**src/sv/deq_pkg.sv**
```systemverilog
`timescale 1ns / 1ps

package deq_pkg;

    typedef enum logic [2:0] {
        OP_PUSH_FRONT = 3'd0,
        OP_PUSH_REAR  = 3'd1,
        OP_POP_FRONT  = 3'd2,
        OP_POP_REAR   = 3'd3,
        OP_DUMP       = 3'd4
    } t_op;

    typedef enum logic [2:0] {
        RS_PUSH_OK    = 3'd0,
        RS_POPPED     = 3'd1,
        RS_DUMP_ELEM  = 3'd2,
        RS_DUMP_EMPTY = 3'd3,
        RS_UNDERFLOW  = 3'd4,
        RS_OVERFLOW   = 3'd5
    } t_status;

    typedef enum logic {
        S_IDLE,
        S_DUMP
    } t_state;

    // single-port memory access: en with we=0 is a read
    typedef struct packed {
        logic en;
        logic we;
    } t_mem_cmd;

    // result descriptor; the word comes from the memory read port when from_ram is set
    typedef struct packed {
        t_status status;
        logic    last;
        logic    from_ram;
    } t_res_info;

endpackage

```
**src/sv/double_ended_queue.sv**
```systemverilog
`timescale 1ns / 1ps

// Bounded double-ended queue of signed 32-bit words held in a DEPTH-entry ring.
// Slave channel: tuser carries the command (push front/rear, pop front/rear,
// dump), tdata the word to push. Master channel: tdata the popped or dumped
// word (zero otherwise), tuser the status, tlast marks the final result of a
// command.
// A result passes through the read stage and then the output register; a dump
// first enters the dump state, then each of its words takes the same path.
// Throughput: push and pop run back to back while the output keeps up; a dump
// holds the slave side until its last word has been read and streams one word
// per cycle while the output does not stall, paced by the single memory read port.
// Commands 5 to 7 are dropped without a result.
// Reset empties the queue (head and count cleared); memory contents are kept
// but never read before being written.
// When the receiver stalls, one result sits in the output register and one
// more in the stage behind it; after that the slave side deasserts tready and
// a dump pauses until the output drains.
module double_ended_queue #(
    parameter int DEPTH = 64
) (
    input  logic                   i_clk,
    input  logic                   i_rst_n,
    input  logic                   s_axis_tvalid,
    output logic                   s_axis_tready,
    input  logic signed [31:0]     s_axis_tdata,   // value
    input  logic [2:0]             s_axis_tuser,   // op
    output logic                   m_axis_tvalid,
    input  logic                   m_axis_tready,
    output logic signed [31:0]     m_axis_tdata,   // value_res
    output logic [2:0]             m_axis_tuser,   // status
    output logic                   m_axis_tlast
);

    localparam int AW = $clog2(DEPTH);

    logic               rs_ready;
    logic               res_load;
    deq_pkg::t_res_info res_info;
    deq_pkg::t_mem_cmd  mem_cmd;
    logic [AW-1:0]      mem_addr;
    logic signed [31:0] mem_wdata;
    logic signed [31:0] mem_rdata;

    deq_ctrl #(.DEPTH(DEPTH)) u_ctrl (
        .i_clk         (i_clk),
        .i_rst_n       (i_rst_n),
        .s_axis_tvalid (s_axis_tvalid),
        .s_axis_tready (s_axis_tready),
        .s_axis_tuser  (s_axis_tuser),
        .s_axis_tdata  (s_axis_tdata),
        .i_rs_ready    (rs_ready),
        .o_res_load    (res_load),
        .o_res         (res_info),
        .o_mem_cmd     (mem_cmd),
        .o_mem_addr    (mem_addr),
        .o_mem_wdata   (mem_wdata)
    );

    deq_ram #(.DEPTH(DEPTH)) u_ram (
        .i_clk   (i_clk),
        .i_cmd   (mem_cmd),
        .i_addr  (mem_addr),
        .i_wdata (mem_wdata),
        .o_rdata (mem_rdata)
    );

    deq_out u_out (
        .i_clk         (i_clk),
        .i_rst_n       (i_rst_n),
        .i_load        (res_load),
        .i_info        (res_info),
        .i_rd_data     (mem_rdata),
        .o_ready       (rs_ready),
        .m_axis_tvalid (m_axis_tvalid),
        .m_axis_tready (m_axis_tready),
        .m_axis_tdata  (m_axis_tdata),
        .m_axis_tuser  (m_axis_tuser),
        .m_axis_tlast  (m_axis_tlast)
    );

endmodule

```
**src/sv/deq_ram.sv**
```systemverilog
`timescale 1ns / 1ps

module deq_ram #(
    parameter int DEPTH = 64,
    localparam int AW = $clog2(DEPTH)
) (
    input  logic                   i_clk,
    input  deq_pkg::t_mem_cmd      i_cmd,
    input  logic [AW-1:0]          i_addr,
    input  logic signed [31:0]     i_wdata,
    output logic signed [31:0]     o_rdata
);

    logic signed [31:0] r_mem [DEPTH];
    logic signed [31:0] r_rdata;

    // read data only changes on a read, so it holds while the result waits
    always_ff @(posedge i_clk) begin
        if (i_cmd.en) begin
            if (i_cmd.we) begin
                r_mem[i_addr] <= i_wdata;
            end else begin
                r_rdata <= r_mem[i_addr];
            end
        end
    end

    assign o_rdata = r_rdata;

endmodule

```
**src/sv/deq_ctrl.sv**
```systemverilog
`timescale 1ns / 1ps

module deq_ctrl #(
    parameter int DEPTH = 64,
    localparam int AW = $clog2(DEPTH),
    localparam int CW = $clog2(DEPTH + 1)
) (
    input  logic                   i_clk,
    input  logic                   i_rst_n,
    input  logic                   s_axis_tvalid,
    output logic                   s_axis_tready,
    input  logic [2:0]             s_axis_tuser,
    input  logic signed [31:0]     s_axis_tdata,
    input  logic                   i_rs_ready,
    output logic                   o_res_load,
    output deq_pkg::t_res_info     o_res,
    output deq_pkg::t_mem_cmd      o_mem_cmd,
    output logic [AW-1:0]          o_mem_addr,
    output logic signed [31:0]     o_mem_wdata
);

    localparam logic [CW:0] DEPTH_X = (CW + 1)'(DEPTH);

    function automatic logic [AW-1:0] f_wrap(input logic [CW:0] sum);
        logic [CW:0] adj;
        adj = (sum >= DEPTH_X) ? sum - DEPTH_X : sum;
        return adj[AW-1:0];
    endfunction

    deq_pkg::t_state r_state, n_state;
    logic [AW-1:0]   r_head, n_head;
    logic [CW-1:0]   r_count, n_count;
    logic [CW-1:0]   r_idx, n_idx;

    deq_pkg::t_op    op;
    logic            in_fire;
    logic            dump_go;
    logic            dump_last;
    logic            empty;
    logic            full;
    logic [CW:0]     head_x;
    logic [CW:0]     count_x;
    logic [AW-1:0]   front_dec;
    logic [AW-1:0]   front_inc;
    logic [AW-1:0]   rear_push;
    logic [AW-1:0]   rear_pop;
    logic [AW-1:0]   dump_addr;

    assign op            = deq_pkg::t_op'(s_axis_tuser);
    assign s_axis_tready = (r_state == deq_pkg::S_IDLE) && i_rs_ready;
    assign in_fire       = s_axis_tvalid && s_axis_tready;
    assign dump_go       = (r_state == deq_pkg::S_DUMP) && i_rs_ready;
    assign dump_last     = (r_idx + CW'(1)) == r_count;
    assign empty         = r_count == '0;
    assign full          = r_count == CW'(DEPTH);

    assign head_x    = (CW + 1)'(r_head);
    assign count_x   = (CW + 1)'(r_count);
    assign front_dec = (r_head == '0) ? AW'(DEPTH - 1) : r_head - 1'b1;
    assign front_inc = (r_head == AW'(DEPTH - 1)) ? '0 : r_head + 1'b1;
    assign rear_push = f_wrap(head_x + count_x);
    assign rear_pop  = f_wrap(head_x + count_x - (CW + 1)'(1));
    assign dump_addr = f_wrap(head_x + (CW + 1)'(r_idx));

    always_comb begin
        n_state = r_state;
        unique case (r_state)
            deq_pkg::S_IDLE: begin
                if (in_fire && op == deq_pkg::OP_DUMP && !empty) begin
                    n_state = deq_pkg::S_DUMP;
                end
            end
            deq_pkg::S_DUMP: begin
                if (dump_go && dump_last) begin
                    n_state = deq_pkg::S_IDLE;
                end
            end
            default: n_state = deq_pkg::S_IDLE;
        endcase
    end

    always_comb begin
        n_head      = r_head;
        n_count     = r_count;
        n_idx       = r_idx;
        o_mem_cmd   = '0;
        o_mem_addr  = r_head;
        o_mem_wdata = s_axis_tdata;
        o_res_load  = 1'b0;
        o_res       = '{status: deq_pkg::RS_PUSH_OK, last: 1'b1, from_ram: 1'b0};
        if (in_fire) begin
            unique case (op)
                deq_pkg::OP_PUSH_FRONT, deq_pkg::OP_PUSH_REAR: begin
                    o_res_load = 1'b1;
                    if (full) begin
                        o_res.status = deq_pkg::RS_OVERFLOW;
                    end else begin
                        o_mem_cmd = '{en: 1'b1, we: 1'b1};
                        n_count   = r_count + 1'b1;
                        if (op == deq_pkg::OP_PUSH_FRONT) begin
                            o_mem_addr = front_dec;
                            n_head     = front_dec;
                        end else begin
                            o_mem_addr = rear_push;
                        end
                    end
                end
                deq_pkg::OP_POP_FRONT, deq_pkg::OP_POP_REAR: begin
                    o_res_load = 1'b1;
                    if (empty) begin
                        o_res.status = deq_pkg::RS_UNDERFLOW;
                    end else begin
                        o_mem_cmd      = '{en: 1'b1, we: 1'b0};
                        o_res.status   = deq_pkg::RS_POPPED;
                        o_res.from_ram = 1'b1;
                        n_count        = r_count - 1'b1;
                        if (op == deq_pkg::OP_POP_FRONT) begin
                            o_mem_addr = r_head;
                            n_head     = front_inc;
                        end else begin
                            o_mem_addr = rear_pop;
                        end
                    end
                end
                deq_pkg::OP_DUMP: begin
                    n_idx = '0;
                    if (empty) begin
                        o_res_load   = 1'b1;
                        o_res.status = deq_pkg::RS_DUMP_EMPTY;
                    end
                end
                default: ;  // unused codes give nothing
            endcase
        end else if (dump_go) begin
            o_mem_cmd  = '{en: 1'b1, we: 1'b0};
            o_mem_addr = dump_addr;
            o_res_load = 1'b1;
            o_res      = '{status: deq_pkg::RS_DUMP_ELEM, last: dump_last, from_ram: 1'b1};
            n_idx      = r_idx + 1'b1;
        end
    end

    always_ff @(posedge i_clk) begin
        if (!i_rst_n) begin
            r_state <= deq_pkg::S_IDLE;
            r_head  <= '0;
            r_count <= '0;
            r_idx   <= '0;
        end else begin
            r_state <= n_state;
            r_head  <= n_head;
            r_count <= n_count;
            r_idx   <= n_idx;
        end
    end

endmodule

```
**src/sv/deq_out.sv**
```systemverilog
`timescale 1ns / 1ps

module deq_out (
    input  logic                   i_clk,
    input  logic                   i_rst_n,
    input  logic                   i_load,
    input  deq_pkg::t_res_info     i_info,
    input  logic signed [31:0]     i_rd_data,
    output logic                   o_ready,
    output logic                   m_axis_tvalid,
    input  logic                   m_axis_tready,
    output logic signed [31:0]     m_axis_tdata,   // value_res
    output logic [2:0]             m_axis_tuser,   // status
    output logic                   m_axis_tlast
);

    // stage 1 waits for the memory read; stage 2 is the output register
    logic               r_rs_valid;
    deq_pkg::t_res_info r_rs_info;
    logic               r_o_valid;
    logic signed [31:0] r_o_data;
    deq_pkg::t_status   r_o_status;
    logic               r_o_last;
    logic               move;

    assign move    = r_rs_valid && (!r_o_valid || m_axis_tready);
    assign o_ready = !r_rs_valid || move;

    always_ff @(posedge i_clk) begin
        if (!i_rst_n) begin
            r_rs_valid <= 1'b0;
            r_o_valid  <= 1'b0;
        end else begin
            if (i_load) begin
                r_rs_valid <= 1'b1;
            end else if (move) begin
                r_rs_valid <= 1'b0;
            end
            if (move) begin
                r_o_valid <= 1'b1;
            end else if (m_axis_tready) begin
                r_o_valid <= 1'b0;
            end
        end
    end

    always_ff @(posedge i_clk) begin
        if (i_load) begin
            r_rs_info <= i_info;
        end
        if (move) begin
            r_o_data   <= r_rs_info.from_ram ? i_rd_data : 32'sd0;
            r_o_status <= r_rs_info.status;
            r_o_last   <= r_rs_info.last;
        end
    end

    assign m_axis_tvalid = r_o_valid;
    assign m_axis_tdata  = r_o_data;
    assign m_axis_tuser  = r_o_status;
    assign m_axis_tlast  = r_o_last;

endmodule

```
**config.mk**
```make
export PLATFORM = sky130hd
export DESIGN_NAME = double_ended_queue
export DESIGN_NICKNAME = d
export VERILOG_FILES = /design/src/sv/deq_pkg.sv /design/src/sv/double_ended_queue.sv /design/src/sv/deq_ram.sv /design/src/sv/deq_ctrl.sv /design/src/sv/deq_out.sv
export SDC_FILE = /design/constraint.sdc
export NUM_CORES = 2
export LEC_CHECK = 0
export BUFFER_PORTS_ARGS = -buffer_cell sky130_fd_sc_hd__buf_4
export CAP_MARGIN = 20
export CORE_UTILIZATION = 25
export CTS_BUF_LIST = sky130_fd_sc_hd__clkbuf_8
export DETAILED_ROUTE_END_ITERATION = 10
export PLACE_DENSITY_LB_ADDON = 0.15
export SETUP_SLACK_MARGIN = 0.1
export SYNTH_ARGS = -nofsm -noshare
export SYNTH_HDL_FRONTEND = slang
export SYNTH_SLANG_ARGS = --single-unit
```
**constraint.sdc**
```tcl
create_clock -name i_clk -period 6.65 [get_ports i_clk]
set_clock_uncertainty 0.05 [all_clocks]
set_input_delay 0.665 -clock i_clk [delete_from_list [all_inputs] [get_ports i_clk]]
set_output_delay 0.665 -clock i_clk [all_outputs]
set_load 0.005 [all_outputs]
```
Word-level counts from Yosys, hierarchy flattened
Memories as Yosys holds them, arrays and structs flattened. A register that Yosys moved wholly into a read port is not among the register bits.
Cells that the tools add are included.
Storage, ports and cells
  bits in registers: 64
  bits in writable memories: 2048
  bits of input ports: 39
  output and inout port bits: 38
  logic and storage cells: 120
  memories kept: 1
Operators by class
  add/subtract/negate cells: 11
  $lt $le $gt $ge: 3
  equal/unequal tests: 12
  mux-type cells: 51
  bitwise logic cells: 3
  reductions and logical operators: 27
Memories
  u_ram.r_mem: depth 64, width 32, rd ports 1, clocked after Yosys merged registers in 1, write ports 1, line deq_ram.sv:14  | logic signed [31:0] r_mem [DEPTH];
Operator list (count)
  6-bit two-way mux: 15
  7-bit two-way mux: 5
  8-bit by 7-bit >= comparator with 1-bit output, second input constant: 3
  6-bit case mux with 2 select lines: 2
  6-bit by 1-bit subtractor with 6-bit output, second input constant: 4
  6-bit by 7-bit adder with 8-bit output: 2
  1-bit two-way mux: 15
  7-bit by 1-bit adder with 7-bit output, second input constant: 2
  7-bit case mux with 2 select lines: 1
  2-bit two-way mux: 5
  3-bit two-way mux: 3
  3-bit case mux with 3 select lines: 1
  2-bit nonzero test: 4
  8-bit by 1-bit subtractor with 8-bit output, second input constant: 1
  7-bit equality test: 1
  7-bit equality test, second input constant: 1
  1-bit logical AND: 7
  7-bit logical NOT: 1
  7-bit by 1-bit subtractor with 7-bit output, second input constant: 1
  6-bit by 1-bit adder with 6-bit output, second input constant: 1
  3-bit by 2-bit equality test with 1-bit output, second input constant: 2
  6-bit equality test, second input constant: 1
  6-bit logical NOT: 1
  2-bit inequality test, second input constant: 3
  15 further kinds: 25

Logic depth before layout (Yosys ltp)
  depth in word-level cells: 10
  gate-level depth with buffers: 16
  mapped depth without buffers: 13

By module
From an unflattened synthesis, not the netlist that was laid out.
Second synthesis, totals
  cell total of the unflattened synthesis: 4873
  area total of the unflattened synthesis: 82726.8 µm²
Modules (own cells, without submodules)
  deq_ram: times used 1, cells each 4436, area an instance 78496.5 µm²
  deq_ctrl: times used 1, cells each 353, area an instance 2662.6 µm²
  deq_out: times used 1, cells each 84, area an instance 1567.8 µm²

Least setup slack after synthesis
Ideal clock, no wire load.
  path kind: register to register
  start: register u_ctrl.r_count[0]
  end: memory u_ram.r_mem[12][0] (enable)
  setup time: 0.421 ns
  data arrival time: 4.603 ns
  path slack: 1.576 ns
  cell stages (with the launch flop): 15
  period minus slack after synthesis: 5.074 ns
  cells stage by stage: dfxtp_1 -> ha_1 -> inv_1 -> fa_1 -> ha_1 -> and3b_1 -> nor3_1 -> a211o_1 -> o211ai_2 -> nor2_1 -> buf_2 -> buf_1 -> buf_1 -> nand2_1 -> nor2_1
Between the ends
  longest elaborated chain between the ends: 8
  elaborated cells between the ends (all ways): 23
  classes of those cells: add/sub: 4; order compare: 2; eq/ne: 1; mux: 15; reduce/logical: 1
RTL lines
  start, declared: line deq_ctrl.sv:32  | logic [CW-1:0] r_count, n_count;
  start signal, assigned: line deq_ctrl.sv:152  | r_count <= n_count;
  6-bit by 7-bit adder with 8-bit output: line deq_ctrl.sv:61, deq_ctrl.sv:62
  8-bit by 1-bit subtractor with 8-bit output: line deq_ctrl.sv:62  | assign rear_pop = f_wrap(head_x + count_x - (CW + 1)'(1));
  8-bit by 7-bit >= comparator with 1-bit output / 6-bit by 1-bit subtractor with 6-bit output (equally long branches): line deq_ctrl.sv:26  | adj = (sum >= DEPTH_X) ? sum - DEPTH_X : sum;
  6-bit two-way mux: line deq_ctrl.sv:26
  6-bit two-way mux: line deq_ctrl.sv:117  | if (op == deq_pkg::OP_POP_FRONT) begin
  6-bit two-way mux: line deq_ctrl.sv:110  | if (empty) begin
  6-bit case mux with 2 select lines: line deq_ctrl.sv:92  | unique case (op)
  6-bit two-way mux: line deq_ctrl.sv:91  | if (in_fire) begin
  end, declared: line deq_ram.sv:14
Parallel ways exist; a longest one is shown, timed or not.

Worst setup path in the final report
  start: register u_ctrl.r_head[1]
  end: register u_ram.r_rdata[11], in the netlist u_ram.o_rdata[11], read port of u_ram.r_mem, data pin
Between the ends
  longest elaborated chain between the ends: 8
  elaborated cells between the ends (all ways): 22
  classes of those cells: add/sub: 7; order compare: 3; mux: 11; reduce/logical: 1
RTL lines
  start, declared: line deq_ctrl.sv:31  | logic [AW-1:0] r_head, n_head;
  start signal, assigned: line deq_ctrl.sv:151  | r_head <= n_head;
  6-bit by 7-bit adder with 8-bit output: line deq_ctrl.sv:61, deq_ctrl.sv:62
  8-bit by 1-bit subtractor with 8-bit output: line deq_ctrl.sv:62
  8-bit by 7-bit >= comparator with 1-bit output / 6-bit by 1-bit subtractor with 6-bit output (equally long branches): line deq_ctrl.sv:26
  6-bit two-way mux: line deq_ctrl.sv:26
  6-bit two-way mux: line deq_ctrl.sv:117
  6-bit two-way mux: line deq_ctrl.sv:110
  6-bit case mux with 2 select lines: line deq_ctrl.sv:92
  6-bit two-way mux (*): line deq_ctrl.sv:91
  end, declared: line deq_ram.sv:15  | logic signed [31:0] r_rdata;
Mark *: on every way between the ends. The rest lies on a longest branch, timed or not.
A chain may end at the register's enable or synchronous reset.

==> impl_metrics.toml <==
[status]
status = "complete, but fails checks"
violations = "DRC"

[critical_path]
cp_top_family = "compound AO/OA/AOI/OAI gates"
cp_cell_sequence = "inv_1 > ha_1 > nor3b_1 > a311oi_1 > o31ai_4 > a211o_4 > nand2_1 > buf_4 > o22ai_1 > a31oi_1 > o211ai_1 > nand4b_1"
cp.arrival_ns = 6.24
reg2reg_depth = 12
cpPeakStageDelay_ns = 0.82
slowest_stage = "o211ai_1"
critPathKind = "flip-flop to flip-flop"
end_kind = "flip-flop"
cp-start-kind = "flip-flop"
cp_max_fo = 39
cp_num_buf_inv = 2
critical_path_cell_count = 12
required_ns = 7.31

[clocking]
clk_latency_ns = 1.03
postCtsResizedCells = 0
clk_pin_slew_ns = 0.06
cts_made_buffers = 384
cts_tree = "yes"
cts_setup_buffers = 0
clkSinkCount = 2144
cts_buffer_depth = 4
cts_root_buffer = "clkbuf_8"
cts_htree_levels = 5

[power]
power.density_mw_per_mm2 = 294.2
p_leak_nw = 32.61
peakVddDrop_uv = 159.1

[logic_synthesis]
ys_async_sr_fraction_pct = 0
yosys_register_bits = 2144
ys_warn_count = 0
ys.flop_type = "edfxtp_1"
syn-instance-count = 5411
ys_types = 79
synth_edf_count = 2121
synth_nets = 5472
synth-seq-area-share_pct = 75.20
avgSynthCellArea_um2 = 15.77
synth_area_mm2 = 0.08531

[placement]
dp_hpwl_um = 171700
routabilityCongestion = 0.7817
dp_cells = 9873
io_buffer_count = 76
place_area_mm2 = 0.09273
dp_slack_ns = 0.8635

[die]
initial_core_util_pct = 25.11
die_area_mm2 = 0.3436
die_h_um = 586.1
die-width_um = 586.1
num_rows = 214
io_pins = 77
core-area_mm2 = 0.3398

[finish]
final_common_cell = "edfxtp_1"
multi_input_area_mm2 = 0.01986
drive_gt1_share_pct = 18.68
fin_nets = 5800
final-seq-area_mm2 = 0.06415
finalNonFillerCells = 10590
syn2layout_area_growth_pct = 16.86
fin_area_mm2 = 0.09969
fillCellCount = 33890
final_cell_mix = "edfxtp_1, nand2_1, clkbuf_8"

[drt]
drt_first_pass_iters = 11
wl_per_cell_um = 28.33
wirelength_um = 300100
drt-vias-per-instance = 4.819
drc_errors = 27
num_vias = 51060
drtIter0Drc = 4517
ant_nets = 0

[run]
maxCapViolCount = 0

[timing]
worst_pin_slew_ns = 1.145
fmax_mhz = 178.9
post-route-period-util_pct = 84.03
setup_tns_ns = 0
holdWs_ns = 0.1800
hold_viol_final = 0
rsz0062_at_grt = "false"
min_period_ns = 5.588
setup_viol = 0
slew_headroom_pct = 22.72
maxSlewViolCount = 0
fin_ws_ns = 1.062

[global_route]
grt.overflow.total = 0
grt_max_degree = 106
grt_pass1_vias = 50860
grt_pass1_wl_um = 414200
track_usage_pct = 17.08
antenna_found_initial = 45

[min_path]
holdPathStages = 5
hold_path.class = "input pin to flip-flop"
==> logic make-up after synthesis <==
logic type	count (synthesis)	share of synthesized area, %
multiplexers	480	5.999
adder cells (fa/ha/maj)	22	0.3491
buffers and inverters	434	2.304
flip-flops	2144	75.20
AO/OA/AOI/OAI	1123	9.419
AND/OR/NAND/NOR	1176	6.380
XOR/XNOR	32	0.3461
==> through the flow <==
stage	power (mW)	util, %
after floorplan	16.88	-
after global placement	18.41	27.29
after detailed placement	18.41	27.29
after CTS	29.76	29.31
after global routing	30.44	29.33
final	29.33	29.34
==> worst reg2reg max path: stages, from the launching register on <==
cell      delay, ns
dfxtp_1        0.41
inv_1          0.21
ha_1           0.29
nor3b_1        0.58
a311oi_1       0.26
o31ai_4        0.56
a211o_4        0.78
nand2_1        0.44
buf_4          0.35
o22ai_1        0.26
a31oi_1        0.14
o211ai_1       0.82
nand4b_1       0.17
==> cell usage after synthesis (34+ instances only) <==
cell      number  area (um^2)
nor3_1        71        355.3
a22o_1        62        543.0
o211ai_1      36        270.3
a311oi_1      63        551.8
buf_2        136        680.7
o21ai_0      111        555.5
a21oi_1      181        905.9
a221oi_1     128         1121
mux2i_1      230         2302
nand2_1      614         2305
mux2_2       233         2624
clkbuf_1     196        735.7
o22ai_1       96        600.6
edfxtp_1    2121        63690
inv_1         41        153.9
nor2_1        97        364.1
nand3_1      149        745.7
o221ai_1      34        297.8
and3_1        70        437.9
a211oi_1      37        277.8
a31oi_1      161         1007
and2_1        44        275.3
==> final cells by class <==
type                    count  area share (%)
flip-flops and latches   2144           64.35
multi-input cells        2833           19.92
well taps                4536           5.693
clock buffers             391           5.398
repair buffers            334           3.057
clock inverters           273           1.318
inverters                  42          0.1581
diodes                     41          0.1029
==> repair_timing <==
action | CTS | global route
hold buffers | 16 | 0
setup endpoints to repair | 0 | 0
hold endpoints to repair | 113 | 0
==> per-layer routing <==
layer	share of wire [%]	global-route usage, %
met5	0.046	0
met4	2.7	5.058
met3	6.7	3.849
met2	46	27.17
met1	44	23.17
==> power by group <==
| part | switching, mW | total (mW) | internal [mW] | leakage, nW |
|---|---|---|---|---|
| Clock | 5.59 | 11.2 | 5.63 | 3.90 |
| Sequential | 0.0365 | 15.0 | 14.9 | 19.3 |
| Combinational | 2.21 | 3.12 | 0.917 | 9.45 |
| Total | 7.84 | 29.3 | 21.5 | 32.6 |
==> path summary, 6_finish.rpt <==
kind | start | to | slack [ns]
max | u_ctrl.r_head[1] | u_ram.o_rdata[11] | 1.06
min | s_axis_tuser[1] | u_out.r_rs_info[2] | 0.18
max reg2reg | u_ctrl.r_head[1] | u_ram.o_rdata[11] | 1.06
min reg2reg | u_out.r_rs_info[2] | u_out.m_axis_tuser[0] | 0.37
==> registers in the layout (all words and copies together), names as in the netlist, 3 cells and up <==
register,cells
u_ctrl.r_idx,7
u_ctrl.r_count,7
u_out.m_axis_tdata,32
u_ram.o_rdata,32
u_ram.r_mem,2048
u_out.r_rs_info,5
u_ctrl.r_head,6
u_out.m_axis_tuser,3
(Power assumes the default switching activity.)
